`config.mk`:
```
export PLATFORM = sky130hd
export DESIGN_NAME = dns_name_text_to_wire_flat
export DESIGN_NICKNAME = d
export VERILOG_FILES = /design/src/hw/rtl/dnsw_pkg.sv /design/src/hw/rtl/dnsw_char_if.sv /design/src/hw/rtl/dnsw_wire_if.sv /design/src/hw/rtl/dns_name_text_to_wire.sv /design/src/hw/rtl/dnsw_ram.sv /design/src/flat_wrapper.sv
export SDC_FILE = /design/constraint.sdc
export NUM_CORES = 1
export LEC_CHECK = 0
export BUFFER_PORTS_ARGS = -buffer_cell sky130_fd_sc_hd__buf_2
export CAP_MARGIN = 40
export CORE_MARGIN = 4
export CORE_UTILIZATION = 45
export CTS_CLUSTER_SIZE = 28
export DETAILED_ROUTE_END_ITERATION = 7
export PLACE_DENSITY = 0.68
export SKIP_CTS_REPAIR_TIMING = 1
export SLEW_MARGIN = 30
export SYNTH_ARGS = -nofsm -noshare
export SYNTH_HDL_FRONTEND = slang
export SYNTH_SLANG_ARGS = --single-unit
export TNS_END_PERCENT = 10
```
`constraint.sdc`:
```
create_clock -name clk -period 6.1 [get_ports clk]
set_clock_uncertainty 0.2 [all_clocks]
set_input_delay 0.305 -clock clk [delete_from_list [all_inputs] [get_ports clk]]
set_output_delay 0.305 -clock clk [all_outputs]
set_load 0.01 [all_outputs]
```
`src/hw/rtl/dnsw_pkg.sv`:
```
// Shared types and constants of the DNS name text-to-wire converter.
// No dependencies.
`default_nettype none

package dnsw_pkg;

    localparam int unsigned MAX_LABEL_DEF = 63;
    localparam int unsigned MAX_NAME_DEF  = 255;

    localparam int unsigned BYTE_W   = 8;
    localparam int unsigned STATUS_W = 3;

    localparam logic [BYTE_W-1:0] NUL_CHAR = 8'd0;
    localparam logic [BYTE_W-1:0] DOT_CHAR = 8'd46;

    localparam logic [STATUS_W-1:0] STATUS_OK          = 3'd0;
    localparam logic [STATUS_W-1:0] STATUS_LABEL_LONG  = 3'd1;
    localparam logic [STATUS_W-1:0] STATUS_EMPTY_LABEL = 3'd2;
    localparam logic [STATUS_W-1:0] STATUS_NAME_LONG   = 3'd3;
    localparam logic [STATUS_W-1:0] STATUS_NOT_ABS     = 3'd4;

    typedef enum logic [1:0] {
        PH_START,
        PH_LEAD_DOT,
        PH_IN_NAME,
        PH_DISCARD
    } phase_t;

    typedef enum logic {
        CTL_IDLE,
        CTL_EMIT
    } ctl_t;

endpackage

`default_nettype wire

```
`src/hw/rtl/dnsw_char_if.sv`:
```
// Character channel: valid/ready handshake carrying one text character.
// Depends on dnsw_pkg.
`default_nettype none

interface dnsw_char_if;
    import dnsw_pkg::*;

    logic              valid;
    logic              ready;
    logic [BYTE_W-1:0] char_in;

    modport source (output valid, output char_in, input ready);
    modport sink   (input valid, input char_in, output ready);
endinterface

`default_nettype wire

```
`src/hw/rtl/dnsw_wire_if.sv`:
```
// Wire-format channel: valid/ready handshake carrying one output octet.
// Depends on dnsw_pkg.
`default_nettype none

interface dnsw_wire_if;
    import dnsw_pkg::*;

    logic                valid;
    logic                ready;
    logic [BYTE_W-1:0]   wire_byte;
    logic                end_of_name;
    logic [STATUS_W-1:0] status;

    modport source (output valid, output wire_byte, output end_of_name, output status,
                    input ready);
    modport sink   (input valid, input wire_byte, input end_of_name, input status,
                    output ready);
endinterface

`default_nettype wire

```
`src/hw/rtl/dns_name_text_to_wire.sv`:
```
// DNS name text-to-wire converter, top level.
// Depends on dnsw_pkg, dnsw_char_if, dnsw_wire_if and dnsw_ram.
//
// Usage:
//   text   : sink channel, one name character per item; a zero byte ends
//            the name, '.' separates labels.
//   octets : source channel, one wire-format octet per item with its
//            end_of_name flag and status code.
//   Label characters go into a label RAM, one write per character. A dot
//   emits the length octet the cycle after it is taken, then streams the
//   label out of the RAM one octet per cycle unless octets stalls; text is
//   not taken during the stream. A character is thus written once and read
//   once through the single RAM read port, and a label blocks the input
//   while it streams after its dot.
//   The first result of an item shows on octets the cycle after it is taken.
//   An error gives one result with end_of_name set; unless it came on a zero
//   byte, characters are then dropped through the next terminator.
//   Reset clears the name state and empties the output register; the RAM
//   needs no clearing. When octets stalls, the output register holds and
//   text stops being taken.
`default_nettype none

module dns_name_text_to_wire #(
    parameter int unsigned MAX_LABEL = dnsw_pkg::MAX_LABEL_DEF,
    parameter int unsigned MAX_NAME  = dnsw_pkg::MAX_NAME_DEF
) (
    input  wire logic   clk,
    input  wire logic   rst_n,
    dnsw_char_if.sink   text,
    dnsw_wire_if.source octets
);
    import dnsw_pkg::*;

    localparam int unsigned AW  = (MAX_LABEL > 1) ? $clog2(MAX_LABEL) : 1;
    localparam int unsigned LCW = $clog2(MAX_LABEL + 1);
    localparam int unsigned WCW = $clog2(MAX_NAME + 1);
    localparam int unsigned SW  = ((WCW > LCW) ? WCW : LCW) + 1;

    ctl_t                ctl_reg, ctl_next;
    phase_t              phase_reg, phase_next;
    logic [LCW-1:0]      label_count_reg, label_count_next;
    logic [WCW-1:0]      wire_count_reg, wire_count_next;
    logic [LCW-1:0]      idx_reg, idx_next;
    logic                out_valid_reg, out_valid_next;
    logic [BYTE_W-1:0]   out_byte_reg, out_byte_next;
    logic                out_eon_reg, out_eon_next;
    logic [STATUS_W-1:0] out_status_reg, out_status_next;

    logic              out_free;
    logic              in_ready;
    logic              ram_we;
    logic [AW-1:0]     ram_waddr;
    logic              ram_re;
    logic [AW-1:0]     ram_raddr;
    logic [BYTE_W-1:0] ram_rdata;

    dnsw_ram #(
        .WIDTH (BYTE_W),
        .DEPTH (MAX_LABEL),
        .ADDR_W(AW)
    ) u_label_ram (
        .clk  (clk),
        .we   (ram_we),
        .waddr(ram_waddr),
        .wdata(text.char_in),
        .re   (ram_re),
        .raddr(ram_raddr),
        .rdata(ram_rdata)
    );

    assign out_free = !out_valid_reg || octets.ready;

    always_comb
    begin
        logic [BYTE_W-1:0]   c;
        logic                err;
        logic [STATUS_W-1:0] err_status;
        logic                load;
        logic [SW-1:0]       name_sum;
        logic [LCW:0]        idx_inc;

        c          = text.char_in;
        err        = 1'b0;
        err_status = STATUS_OK;
        load       = 1'b0;
        name_sum   = SW'(wire_count_reg) + SW'(label_count_reg) + SW'(1);
        idx_inc    = (LCW + 1)'(idx_reg) + (LCW + 1)'(1);

        ctl_next         = ctl_reg;
        phase_next       = phase_reg;
        label_count_next = label_count_reg;
        wire_count_next  = wire_count_reg;
        idx_next         = idx_reg;
        out_byte_next    = out_byte_reg;
        out_eon_next     = out_eon_reg;
        out_status_next  = out_status_reg;
        in_ready         = 1'b0;
        ram_we           = 1'b0;
        ram_waddr        = label_count_reg[AW-1:0];
        ram_re           = 1'b0;
        ram_raddr        = idx_reg[AW-1:0];

        case (ctl_reg)
            CTL_IDLE:
            begin
                in_ready = out_free;
                if (text.valid && out_free)
                begin
                    case (phase_reg)
                        PH_START:
                        begin
                            if (c == NUL_CHAR)
                            begin
                                err        = 1'b1;
                                err_status = STATUS_NOT_ABS;
                            end
                            else if (c == DOT_CHAR)
                            begin
                                phase_next = PH_LEAD_DOT;
                            end
                            else
                            begin
                                ram_we           = 1'b1;
                                ram_waddr        = '0;
                                label_count_next = LCW'(1);
                                wire_count_next  = '0;
                                phase_next       = PH_IN_NAME;
                            end
                        end
                        PH_LEAD_DOT:
                        begin
                            if (c == NUL_CHAR)
                            begin
                                load             = 1'b1;
                                out_byte_next    = '0;
                                out_eon_next     = 1'b1;
                                out_status_next  = STATUS_OK;
                                label_count_next = '0;
                                wire_count_next  = '0;
                                phase_next       = PH_START;
                            end
                            else
                            begin
                                err        = 1'b1;
                                err_status = STATUS_EMPTY_LABEL;
                            end
                        end
                        PH_IN_NAME:
                        begin
                            if (name_sum >= SW'(MAX_NAME))
                            begin
                                err        = 1'b1;
                                err_status = STATUS_NAME_LONG;
                            end
                            else if (c == DOT_CHAR)
                            begin
                                if (label_count_reg == '0)
                                begin
                                    err        = 1'b1;
                                    err_status = STATUS_EMPTY_LABEL;
                                end
                                else
                                begin
                                    load            = 1'b1;
                                    out_byte_next   = BYTE_W'(label_count_reg);
                                    out_eon_next    = 1'b0;
                                    out_status_next = STATUS_OK;
                                    wire_count_next = WCW'(name_sum);
                                    idx_next        = '0;
                                    ram_re          = 1'b1;
                                    ram_raddr       = '0;
                                    ctl_next        = CTL_EMIT;
                                end
                            end
                            else if (c == NUL_CHAR)
                            begin
                                if (label_count_reg != '0)
                                begin
                                    err        = 1'b1;
                                    err_status = STATUS_NOT_ABS;
                                end
                                else
                                begin
                                    load             = 1'b1;
                                    out_byte_next    = '0;
                                    out_eon_next     = 1'b1;
                                    out_status_next  = STATUS_OK;
                                    label_count_next = '0;
                                    wire_count_next  = '0;
                                    phase_next       = PH_START;
                                end
                            end
                            else if (label_count_reg >= LCW'(MAX_LABEL))
                            begin
                                err        = 1'b1;
                                err_status = STATUS_LABEL_LONG;
                            end
                            else
                            begin
                                ram_we           = 1'b1;
                                label_count_next = label_count_reg + LCW'(1);
                            end
                        end
                        PH_DISCARD:
                        begin
                            if (c == NUL_CHAR)
                            begin
                                label_count_next = '0;
                                wire_count_next  = '0;
                                phase_next       = PH_START;
                            end
                        end
                        default:
                        begin
                            phase_next = PH_START;
                        end
                    endcase

                    if (err)
                    begin
                        load             = 1'b1;
                        out_byte_next    = '0;
                        out_eon_next     = 1'b1;
                        out_status_next  = err_status;
                        label_count_next = '0;
                        wire_count_next  = '0;
                        phase_next       = (c == NUL_CHAR) ? PH_START : PH_DISCARD;
                    end
                end
            end
            CTL_EMIT:
            begin
                if (out_free)
                begin
                    load            = 1'b1;
                    out_byte_next   = ram_rdata;
                    out_eon_next    = 1'b0;
                    out_status_next = STATUS_OK;
                    idx_next        = LCW'(idx_inc);
                    if (idx_inc == (LCW + 1)'(label_count_reg))
                    begin
                        label_count_next = '0;
                        ctl_next         = CTL_IDLE;
                    end
                    else
                    begin
                        ram_re    = 1'b1;
                        ram_raddr = idx_inc[AW-1:0];
                    end
                end
            end
            default:
            begin
                ctl_next = CTL_IDLE;
            end
        endcase

        if (load)
        begin
            out_valid_next = 1'b1;
        end
        else if (octets.ready)
        begin
            out_valid_next = 1'b0;
        end
        else
        begin
            out_valid_next = out_valid_reg;
        end
    end

    always_ff @(posedge clk or negedge rst_n)
    begin
        if (!rst_n)
        begin
            ctl_reg         <= CTL_IDLE;
            phase_reg       <= PH_START;
            label_count_reg <= '0;
            wire_count_reg  <= '0;
            out_valid_reg   <= 1'b0;
        end
        else
        begin
            ctl_reg         <= ctl_next;
            phase_reg       <= phase_next;
            label_count_reg <= label_count_next;
            wire_count_reg  <= wire_count_next;
            out_valid_reg   <= out_valid_next;
        end
    end

    always_ff @(posedge clk)
    begin
        idx_reg        <= idx_next;
        out_byte_reg   <= out_byte_next;
        out_eon_reg    <= out_eon_next;
        out_status_reg <= out_status_next;
    end

    assign text.ready         = in_ready;
    assign octets.valid       = out_valid_reg;
    assign octets.wire_byte   = out_byte_reg;
    assign octets.end_of_name = out_eon_reg;
    assign octets.status      = out_status_reg;

endmodule

`default_nettype wire

```
`src/hw/rtl/dnsw_ram.sv`:
```
// Generic simple dual-port RAM, one write and one registered read port.
// No dependencies.
`default_nettype none

module dnsw_ram #(
    parameter int unsigned WIDTH  = 8,
    parameter int unsigned DEPTH  = 63,
    parameter int unsigned ADDR_W = (DEPTH > 1) ? $clog2(DEPTH) : 1
) (
    input  wire logic              clk,
    input  wire logic              we,
    input  wire logic [ADDR_W-1:0] waddr,
    input  wire logic [WIDTH-1:0]  wdata,
    input  wire logic              re,
    input  wire logic [ADDR_W-1:0] raddr,
    output logic      [WIDTH-1:0]  rdata
);

    logic [WIDTH-1:0] mem [DEPTH];

    always_ff @(posedge clk)
    begin
        if (we)
        begin
            mem[waddr] <= wdata;
        end
        if (re)
        begin
            rdata <= mem[raddr];
        end
    end

endmodule

`default_nettype wire

```
`src/flat_wrapper.sv`:
```
// flat-port wrapper written by rule: the top's interface ports become plain ports
module dns_name_text_to_wire_flat import dnsw_pkg::*;
#(
    parameter int unsigned MAX_LABEL = dnsw_pkg::MAX_LABEL_DEF,
    parameter int unsigned MAX_NAME  = dnsw_pkg::MAX_NAME_DEF
)
  (clk, rst_n, text_valid, text_char_in, text_ready, octets_valid, octets_wire_byte, octets_end_of_name, octets_status, octets_ready);
  dnsw_char_if text_i ();
  dnsw_wire_if octets_i ();
  input  wire logic clk;
  input  wire logic rst_n;
  input wire logic [$bits(text_i.valid)-1:0] text_valid;
  input wire logic [$bits(text_i.char_in)-1:0] text_char_in;
  output wire logic [$bits(text_i.ready)-1:0] text_ready;
  output wire logic [$bits(octets_i.valid)-1:0] octets_valid;
  output wire logic [$bits(octets_i.wire_byte)-1:0] octets_wire_byte;
  output wire logic [$bits(octets_i.end_of_name)-1:0] octets_end_of_name;
  output wire logic [$bits(octets_i.status)-1:0] octets_status;
  input wire logic [$bits(octets_i.ready)-1:0] octets_ready;
  assign text_i.valid = text_valid;
  assign text_i.char_in = text_char_in;
  assign text_ready = text_i.ready;
  assign octets_valid = octets_i.valid;
  assign octets_wire_byte = octets_i.wire_byte;
  assign octets_end_of_name = octets_i.end_of_name;
  assign octets_status = octets_i.status;
  assign octets_i.ready = octets_ready;
  dns_name_text_to_wire #(.MAX_LABEL(MAX_LABEL), .MAX_NAME(MAX_NAME)) u_core (.clk(clk), .rst_n(rst_n), .text(text_i), .octets(octets_i));
endmodule
```
**Word-level counts from Yosys, hierarchy flattened**

Memories as Yosys holds them, arrays and structs flattened. A register that Yosys moved wholly into a read port is not among the register bits.
Index checks and enable logic that the tools add are counted.

- Reductions and logical operators: 13
- Bitwise gates (word level): 1
- Muxes and demuxes: 132
- Order comparisons: 2
- Add/sub/neg operators: 4
- Eq/ne operators: 30

Operators by type and width:

| cell | number |
|---|---|
| 2-to-1 mux 6 bit | 25 |
| 2-to-1 mux 8 bit | 15 |
| 2-to-1 mux 1 bit | 48 |
| 2-to-1 mux 3 bit | 14 |
| case mux 6 bit (2 select lines) | 3 |
| case mux 8 bit (2 select lines) | 2 |
| case mux 8 bit (3 select lines) | 1 |
| 2-to-1 mux 2 bit | 11 |
| inequality test 4 bit, second input constant | 5 |
| case mux 6 bit (3 select lines) | 1 |
| AND reduction 8 bit | 2 |
| inequality test 3 bit, second input constant | 5 |
| inequality test 5 bit, second input constant | 3 |
| case mux 1 bit (2 select lines) | 7 |
| case mux 3 bit (2 select lines) | 2 |
| AND reduction 10 bit | 1 |
| adder 8 x 6 -> 9 bit | 1 |
| adder 9 x 1 -> 9 bit, second input constant | 1 |
| >= comparator 9 x 8 -> 1 bit, second input constant | 1 |
| case mux 3 bit (3 select lines) | 1 |
| AND reduction 9 bit | 1 |
| == test 8 x 6 -> 1 bit, second input constant | 1 |
| zero test 8 bit | 1 |
| inequality test 4 x 2 -> 1 bit, second input constant | 2 |
| 24 further kinds | 28 |

- Bits in writable memories: 504
- Logic and storage cells: 192
- Output and inout bits: 14
- Memories: 1
- Register bits: 36
- Bits of input ports: 12

Memories:

| name | depth | width | rd ports | clocked after memory_dff | write ports | line | source |
|---|---|---|---|---|---|---|---|
| u_core.u_label_ram.mem | 63 | 8 | 1 | 1 | 1 | dnsw_ram.sv:19 | `logic [WIDTH-1:0] mem [DEPTH];` |

**Logic depth before layout (Yosys ltp)**

Gate-level depths: netlist of run 1.

- Word-level depth: 12
- Mapped depth: 22

**Modules after synthesis**

A second synthesis of run 1 with hierarchy kept.

- Cell total of the unflattened synthesis: 1259
- Area, all modules: 22634.2 um^2

By module, submodules not included:

| module | instances | cells an instance | area each (um^2) | sequential area each (um^2) |
|---|---|---|---|---|
| dnsw_ram | 1 | 951 | 19924.1 | 15374.7 |
| dns_name_text_to_wire | 1 | 308 | 2710.1 | 991.0 |

**Least setup slack after synthesis of run 1**

No wires, ideal clock.

- Path type: register to register
- From: reg u_core.label_count_reg[0]
- To: reg u_core.u_label_ram.rdata[4] (read register of u_core.u_label_ram.mem) (data pin)
- Arrival: 4.359 ns
- Cell stages (with the launch flop): 22
- Slack: 1.272 ns
- Library setup time: 0.268 ns
- Period minus slack after synthesis: 4.828 ns
- Cells stage by stage: dfrtp_1 > clkbuf_1 > inv_1 > clkbuf_1 > ha_1 > inv_1 > fa_1 > a211o_1 > a2111oi_2 > nand3b_2 > o31ai_1 > or4_1 > clkbuf_1 > and2_1 > buf_2 > buf_4 > buf_2 > nand2_1 > nand3_1 > and3_1 > a211oi_1 > nand4_1

- Word-level cells in the longest chain between the ends: 7
- Elaborated cells on any way between the ends: 21
- Classes of those cells: add/sub: 2; order compare: 1; eq/ne: 1; mux: 16; reduce/logical: 1

Ends and longest elaborated chain:

| what | line | source |
|---|---|---|
| from (decl) | dns_name_text_to_wire.sv:41 | `logic [LCW-1:0] label_count_reg, label_count_next;` |
| from (signal assigned) | dns_name_text_to_wire.sv:286 | `label_count_reg <= label_count_next;` |
| adder 8 x 6 -> 9 bit / zero test 6 bit (equally long branches) | dns_name_text_to_wire.sv:86, dns_name_text_to_wire.sv:157 |  |
| adder 9 x 1 -> 9 bit (tied with other cells) | dns_name_text_to_wire.sv:86 | `name_sum = SW'(wire_count_reg) + SW'(label_count_reg) + SW'(1);` |
| >= comparator 9 x 8 -> 1 bit (tied with other cells) | dns_name_text_to_wire.sv:150 | `if (name_sum >= SW'(MAX_NAME))` |
| 2-to-1 mux 6 bit / 2-to-1 mux 1 bit (equally long branches) | - |  |
| 2-to-1 mux 6 bit / 2-to-1 mux 1 bit (equally long branches) | dns_name_text_to_wire.sv:109 | `case (phase_reg)` |
| 2-to-1 mux 6 bit / 2-to-1 mux 1 bit (equally long branches) | dns_name_text_to_wire.sv:107 | `if (text.valid && out_free)` |
| case mux 6 bit (2 select lines) / case mux 1 bit (2 select lines) (equally long branches) | dns_name_text_to_wire.sv:103 | `case (ctl_reg)` |
| to (decl) | dnsw_ram.sv:16 | `output logic [WIDTH-1:0] rdata` |

Parallel ways exist; a longest one is shown, timed or not.
A chain may end at the register's enable or synchronous reset.

**Worst setup path in the final report of run 1**

- From: reg u_core.wire_count_reg[0]
- To: reg u_core.u_label_ram.rdata[4] (read register of u_core.u_label_ram.mem) (data pin)

- Word-level cells in the longest chain between the ends: 7
- Elaborated cells on any way between the ends: 11
- Classes of those cells: add/sub: 2; order compare: 1; mux: 8

Ends and longest elaborated chain:

| what | line | source |
|---|---|---|
| from (decl) | dns_name_text_to_wire.sv:42 | `logic [WCW-1:0] wire_count_reg, wire_count_next;` |
| from (signal assigned) | dns_name_text_to_wire.sv:287 | `wire_count_reg <= wire_count_next;` |
| adder 8 x 6 -> 9 bit (*) | dns_name_text_to_wire.sv:86 |  |
| adder 9 x 1 -> 9 bit (*) | dns_name_text_to_wire.sv:86 |  |
| >= comparator 9 x 8 -> 1 bit (*) | dns_name_text_to_wire.sv:150 |  |
| 2-to-1 mux 6 bit / 2-to-1 mux 1 bit (equally long branches) | - |  |
| 2-to-1 mux 6 bit / 2-to-1 mux 1 bit (equally long branches) | dns_name_text_to_wire.sv:109 |  |
| 2-to-1 mux 6 bit / 2-to-1 mux 1 bit (equally long branches) | dns_name_text_to_wire.sv:107 |  |
| case mux 6 bit (2 select lines) / case mux 1 bit (2 select lines) (equally long branches) | dns_name_text_to_wire.sv:103 |  |

Mark *: on every way between the ends. The rest lies on a longest branch, timed or not.

==> results.sh, run 1 <==
export IMPL_status="complete, but fails checks"
export IMPL_violations="negative hold slack"
export IMPL_r2r_end="u_core.u_label_ram.rdata[4]$_DFFE_PP_"
export IMPL_rrSetupSlack_ns=0.45
export IMPL_slowest_stage="o31ai_4"
export IMPL_rr_startpoint="u_core.wire_count_reg[0]$_DFFE_PN0P_"
export IMPL_synthTopCellsByArea="edfxtp_1 62%, nand2_1 5.8%, mux2i_1 4.5%"
export IMPL_clk_pin_slew_ns=0.06
export IMPL_die_h_um=247
export IMPL_dp_worst_setup_slack_ns=0.537
export IMPL_p_sw_mw=4.07
export IMPL_cp_depth=16
export IMPL_cp_required_ns=6.24
export IMPL_fill_cells=4715
export IMPL_power_frac_comb=0.320
export IMPL_core_um2=56500
export IMPL_syn_to_final_growth_pct=12.4
export IMPL_drt_initial_drc_count=2474
export IMPL_cp_end_kind="register"
export IMPL_cp_start_kind="register"
export IMPL_hpwl_um=48500
export IMPL_viasPerCell=6.36
export IMPL_place_gp_congestion=0.953
export IMPL_vias=19000
export IMPL_path_class="reg -> reg"
export IMPL_root_buffer="clkbuf_16"
export IMPL_crit_family="compound AO/OA/AOI/OAI gates"
export IMPL_post_dp_cell_area_um2=26900
export IMPL_fp_row_count=87
export IMPL_fmax_mhz=177
export IMPL_tightestPinTransition_ns=0.925
export IMPL_synth_common_cells="530 x edfxtp_1, 395 x nand2_1, 118 x nand3_1"
export IMPL_p_int_mw=7.51
export IMPL_largest_reg_flops=504
export IMPL_synth_async_reset_ratio=0.0328
export IMPL_grt_pass1_vias=18100
export IMPL_yosys_area_share_simple=0.139
export IMPL_drt_total_wl_um=76900
export IMPL_grt_start_max_net_pins=167
export IMPL_synthMuxAreaShare=0.0468
export IMPL_power_frac_seq=0.374
export IMPL_synth_top_family_by_area="simple AND/OR/NAND/NOR gates"
export IMPL_grt_usage=0.246
export IMPL_ir_drop_uv=250
export IMPL_ys_flop_type="edfxtp_1"
export IMPL_yosys_area_top_type="edfxtp_1"
export IMPL_worst_slack_ns=0.453
export IMPL_synthAdderAreaFrac=0.00854
export IMPL_rsz0062_at_grt="no"
export IMPL_crit_fanout=21
export IMPL_ant_nets=0
export IMPL_antenna_found_initial=3
export IMPL_n_antenna_cell=0
export IMPL_wire_per_inst_um=25.7
export IMPL_syn_area_um2=25800
export IMPL_synth_top_area_frac=0.618
export IMPL_syn_nets=2201
export IMPL_power_density_nw_per_um2=400
export IMPL_design_area_um2=29000
export IMPL_insertion_delay_ns=0.63
export IMPL_max_slew_margin=0.382
export IMPL_drc=0
export IMPL_synth_most_common_cell="edfxtp_1"
export IMPL_fin_crit_ns=5.65
export IMPL_synth_edf_count=530
export IMPL_fin_util=0.513
export IMPL_finalSetupTns_ns=0
export IMPL_cts_sinks=548
export IMPL_cap_violations=0
export IMPL_port_buffers=25
export IMPL_yosys_register_bits=548
export IMPL_drtPass1Iterations=6
export IMPL_p_leak_nw=9.98
export IMPL_syn_area_per_cell_um2=11.9
export IMPL_layout_drive_gt1_share=0.112
export IMPL_ff2ff_path_depth=16
export IMPL_synth_xor_area_share=0.00607
export IMPL_worstPathArrival_ns=5.79
export IMPL_overflow=0
export IMPL_setup_viol=0
export IMPL_start_util=0.456
export IMPL_swShare=0.351
export IMPL_pwr_share_clk=0.306
export IMPL_htree_levels=2
export IMPL_worst_path_buf_inv=3
export IMPL_grt_pass1_wl_um=115000
export IMPL_synth_compound_area_frac=0.135
export IMPL_path_cells="inv_1, ha_1, inv_1, fa_1, a211o_1, a2111oi_2, nand3b_2, nand4_4, o31ai_4, a22oi_1, buf_4, nand2b_1, a211oi_1, nor4_1, a211oi_1, nand4_1"
export IMPL_finalHoldViolations=17
export IMPL_fin_hold_ws_ns=-0.0340
export IMPL_drv_slew=0
export IMPL_ys_warn_count=0
export IMPL_top_register="u_core.u_label_ram.mem"
export IMPL_ys_seq_area_frac=0.635
export IMPL_pin_count=26
export IMPL_cts_tree="done"
export IMPL_die_x_um=247
export IMPL_cts_made_buffers=56
export IMPL_max_stage_delay_ns=0.57
export IMPL_post_route_period_util=0.926
export IMPL_nets=2219
export IMPL_yosysUniqueCellTypes=79
export IMPL_min_path_type="in -> async"
export IMPL_netlist_instances=2172
export IMPL_floorplan_die_area_um2=61200
export IMPL_cts_max_path_buffers=3
-- layer usage --
layer / part of all wire / track usage / vias up
met4: 0.037 / 0.0859 / 2
met1: 0.40 / 0.346 / 9448
met2: 0.46 / 0.389 / 1055
li1: - / - / 8335
met3: 0.10 / 0.0441 / 197
met5: 0.00017 / 0 / -
-- logic make-up (layout without fill, tap and decap cells) --
| kind of cell | Yosys count | in the layout |
|---|---|---|
| flip-flops | 548 | 548 |
| XOR/XNOR | 17 | 17 |
| adder cells (fa/ha/maj) | 17 | 17 |
| AO/OA/AOI/OAI | 504 | 504 |
| multiplexers | 120 | 120 |
| buffers and inverters | 176 | 240 |
| AND/OR/NAND/NOR | 790 | 790 |
-- power by group through the flow --
stage / Clock [mW] / Combinational (mW) / Sequential [mW]
6_report: 3.54 / 3.71 / 4.33
5_1_grt: 3.74 / 3.96 / 4.33
4_1_cts: 3.57 / 3.60 / 4.32
3_5_place_dp: 0 / 3.59 / 4.40
3_3_place_gp: 0 / 3.53 / 4.40
2_1_floorplan: 0 / 2.43 / 4.37
-- area by class of cell --
type	instances	area [um^2]	share of cell area
sequential	548	16400	0.565
multi-input combinational	1448	8750	0.302
clock buffer	66	1480	0.0512
timing repair buffer	120	958	0.0331
tap	756	946	0.0327
clock inverter	38	402	0.0139
inverter	16	60.1	0.00207
-- stage by stage --
stage,cells,power (mW)
2_1_floorplan,2172,6.79
5_1_grt,2992,12.0
4_1_cts,2969,11.5
3_3_place_gp,2858,7.92
6_report,2992,11.6
3_5_place_dp,2865,7.99
-- placed cells by master (no fill, tap or decap), types with 13 or more instances in the layout --
cell type	netlist	final
ha_1	16	16
nor3_1	13	13
and3_1	41	41
nand2_1	395	393
dfrtp_1	18	17
buf_4	11	68
nand3_1	118	118
nand4_1	31	31
a21oi_1	113	110
mux2i_1	115	115
inv_1	15	15
a22oi_1	40	39
o211ai_1	18	18
nor2_1	110	108
a31oi_1	47	47
clkinv_1	1	13
o21ai_0	80	80
a221oi_1	48	48
buf_2	27	27
edfxtp_1	530	530
a211oi_1	24	24
nor2b_1	15	14
a22o_1	30	30
clkbuf_16	0	58
-- worst reg2reg max path, cell delays in order, from the launching register on --
cell and delay, ns:
dfrtp_1 0.37, inv_1 0.08, ha_1 0.14, inv_1 0.06, fa_1 0.46, a211o_1 0.37, a2111oi_2 0.29, nand3b_2 0.22
nand4_4 0.15, o31ai_4 0.57, a22oi_1 0.28, buf_4 0.30, nand2b_1 0.51, a211oi_1 0.54, nor4_1 0.17, a211oi_1 0.52
nand4_1 0.15
-- how the worst max path moves through the flow --
stage                                                       end  slack (ns)                                  start
final                     u_core.u_label_ram.rdata[4]$_DFFE_PP_        0.45   u_core.wire_count_reg[0]$_DFFE_PN0P_
after floorplan           u_core.u_label_ram.rdata[4]$_DFFE_PP_        1.27  u_core.label_count_reg[0]$_DFFE_PN0P_
after CTS                 u_core.u_label_ram.rdata[4]$_DFFE_PP_        0.50   u_core.wire_count_reg[0]$_DFFE_PN0P_
after global placement    u_core.u_label_ram.rdata[4]$_DFFE_PP_        0.50   u_core.wire_count_reg[0]$_DFFE_PN0P_
after global routing      u_core.u_label_ram.rdata[4]$_DFFE_PP_        0.27   u_core.wire_count_reg[0]$_DFFE_PN0P_
after detailed placement  u_core.u_label_ram.rdata[4]$_DFFE_PP_        0.54   u_core.wire_count_reg[0]$_DFFE_PN0P_
(Power assumes the default switching activity.)
==> run 2, diff against run 1 <==
Settings changed: SETUP_SLACK_MARGIN set to 0.5.
==> results.sh, run 2 (synthesis results as in run 1) <==
export IMPL_status="complete, but fails checks"
export IMPL_violations="negative hold slack"
export IMPL_die_h_um=247
export IMPL_insertion_delay_ns=0.63
export IMPL_wire_per_inst_um=25.7
export IMPL_overflow=0
export IMPL_rsz0062_at_grt="yes"
export IMPL_htree_levels=2
export IMPL_ir_drop_uv=250
export IMPL_p_leak_nw=10.0
export IMPL_cp_required_ns=6.25
export IMPL_fin_hold_ws_ns=-0.0345
export IMPL_p_int_mw=7.51
export IMPL_path_class="reg -> reg"
export IMPL_fin_util=0.513
export IMPL_floorplan_die_area_um2=61200
export IMPL_fp_row_count=87
export IMPL_grt_pass1_wl_um=115000
export IMPL_place_gp_congestion=0.953
export IMPL_cts_tree="done"
export IMPL_rr_startpoint="u_core.wire_count_reg[0]$_DFFE_PN0P_"
export IMPL_crit_fanout=27
export IMPL_pin_count=26
export IMPL_pwr_share_clk=0.306
export IMPL_grt_pass1_vias=18100
export IMPL_finalHoldViolations=17
export IMPL_final_common_cell="edfxtp_1"
export IMPL_fmax_mhz=181
export IMPL_grt_start_max_net_pins=167
export IMPL_drt_initial_drc_count=2592
export IMPL_grt_usage=0.246
export IMPL_cts_made_buffers=56
export IMPL_mostFrequentLayoutCells="530 x edfxtp_1, 393 x nand2_1, 118 x nand3_1"
export IMPL_largest_reg_flops=504
export IMPL_cp_end_kind="register"
export IMPL_cap_violations=0
export IMPL_crit_family="compound AO/OA/AOI/OAI gates"
export IMPL_cts_max_path_buffers=3
export IMPL_ant_nets=0
export IMPL_max_stage_delay_ns=0.80
export IMPL_drv_slew=0
export IMPL_slowest_stage="nor2b_4"
export IMPL_power_density_nw_per_um2=399
export IMPL_hpwl_um=48500
export IMPL_max_slew_margin=0.338
export IMPL_cp_start_kind="register"
export IMPL_top_register="u_core.u_label_ram.mem"
export IMPL_dp_cells=2865
export IMPL_power_frac_comb=0.320
export IMPL_tightestPinTransition_ns=0.991
export IMPL_post_route_period_util=0.904
export IMPL_root_buffer="clkbuf_16"
export IMPL_start_util=0.456
export IMPL_swShare=0.351
export IMPL_drc=0
export IMPL_drtPass1Iterations=5
export IMPL_min_path_type="in -> async"
export IMPL_clk_pin_slew_ns=0.06
export IMPL_core_um2=56500
export IMPL_worst_path_buf_inv=3
export IMPL_viasPerCell=6.35
export IMPL_layout_drive_gt1_share=0.113
export IMPL_stdcell_count=2996
export IMPL_setup_viol=0
export IMPL_antenna_found_initial=3
export IMPL_nets=2222
export IMPL_vias=19000
export IMPL_drt_total_wl_um=76900
export IMPL_cts_sinks=548
export IMPL_p_sw_mw=4.06
export IMPL_finalSetupTns_ns=0
export IMPL_die_x_um=247
export IMPL_power_frac_seq=0.374
export IMPL_port_buffers=25
export IMPL_fin_crit_ns=5.51
export IMPL_path_cells="inv_1, ha_1, inv_1, fa_1, a211o_1, a211oi_1, or2_2, and4_1, o31ai_4, buf_12, a22oi_1, nor2b_4, a221oi_1, and3_1, a211oi_1, nand4_1"
export IMPL_worstPathArrival_ns=5.66
export IMPL_cp_startpoint="u_core.wire_count_reg[0]$_DFFE_PN0P_"
export IMPL_syn_to_final_growth_pct=12.5
run 2: cell count changes in the layout (fill, tap and decap cells not counted), sizes merged:
cell   delta
buf       +3
diode     +1
run 2: area by class of cell:
class | instances | area (um^2)
inverter | 16 | 60.1
clock buffer | 66 | 1480
fill | 4712 | 27500
antenna | 1 | 2.50
sequential | 548 | 16400
timing repair buffer | 123 | 993
tap | 756 | 946
multi-input combinational | 1448 | 8750
clock inverter | 38 | 402
run 2: worst paths after layout:
kind	cells past startpoint	to	slack, ns
worst max register to register	16	u_core.u_label_ram.rdata[2]$_DFFE_PP_	0.59
max in group asynchronous	3	u_core.ctl_reg$_DFF_PN0_	4.85
min in group clk	2	u_core.u_label_ram.mem[26][3]$_DFFE_PP_	0.02
worst min register to register	1	u_core.wire_count_reg[0]$_DFFE_PN0P_	0.31
worst min-delay path	2	u_core.phase_reg[0]$_DFFE_PN0P_	-0.03
worst max-delay path	16	u_core.u_label_ram.rdata[2]$_DFFE_PP_	0.59
run 2: metrics by stage:
step                cell area [um^2]  total power, mW  worst slack, ns
floorplan                      25800             6.79             1.27
global placement               26800             7.92            0.504
detailed placement             26900             7.99            0.537
CTS                            28700             11.5            0.499
global route                   29000             12.0            0.458
finish                         29000             11.6            0.588
run 2: power groups by stage:
stage	Combinational [mW]	Clock, mW	Sequential, mW
global route	3.96	3.74	4.33
CTS	3.60	3.57	4.32
finish	3.71	3.54	4.33
detailed placement	3.59	0	4.40
global placement	3.53	0	4.40
floorplan	2.43	0	4.37
run 2: per-layer routing:
metal	up-vias	global-route usage	share of wire
met5	-	0	0.00017
met4	2	0.0859	0.034
met3	183	0.0441	0.11
met2	1104	0.389	0.47
met1	9405	0.346	0.39
li1	8344	-	-
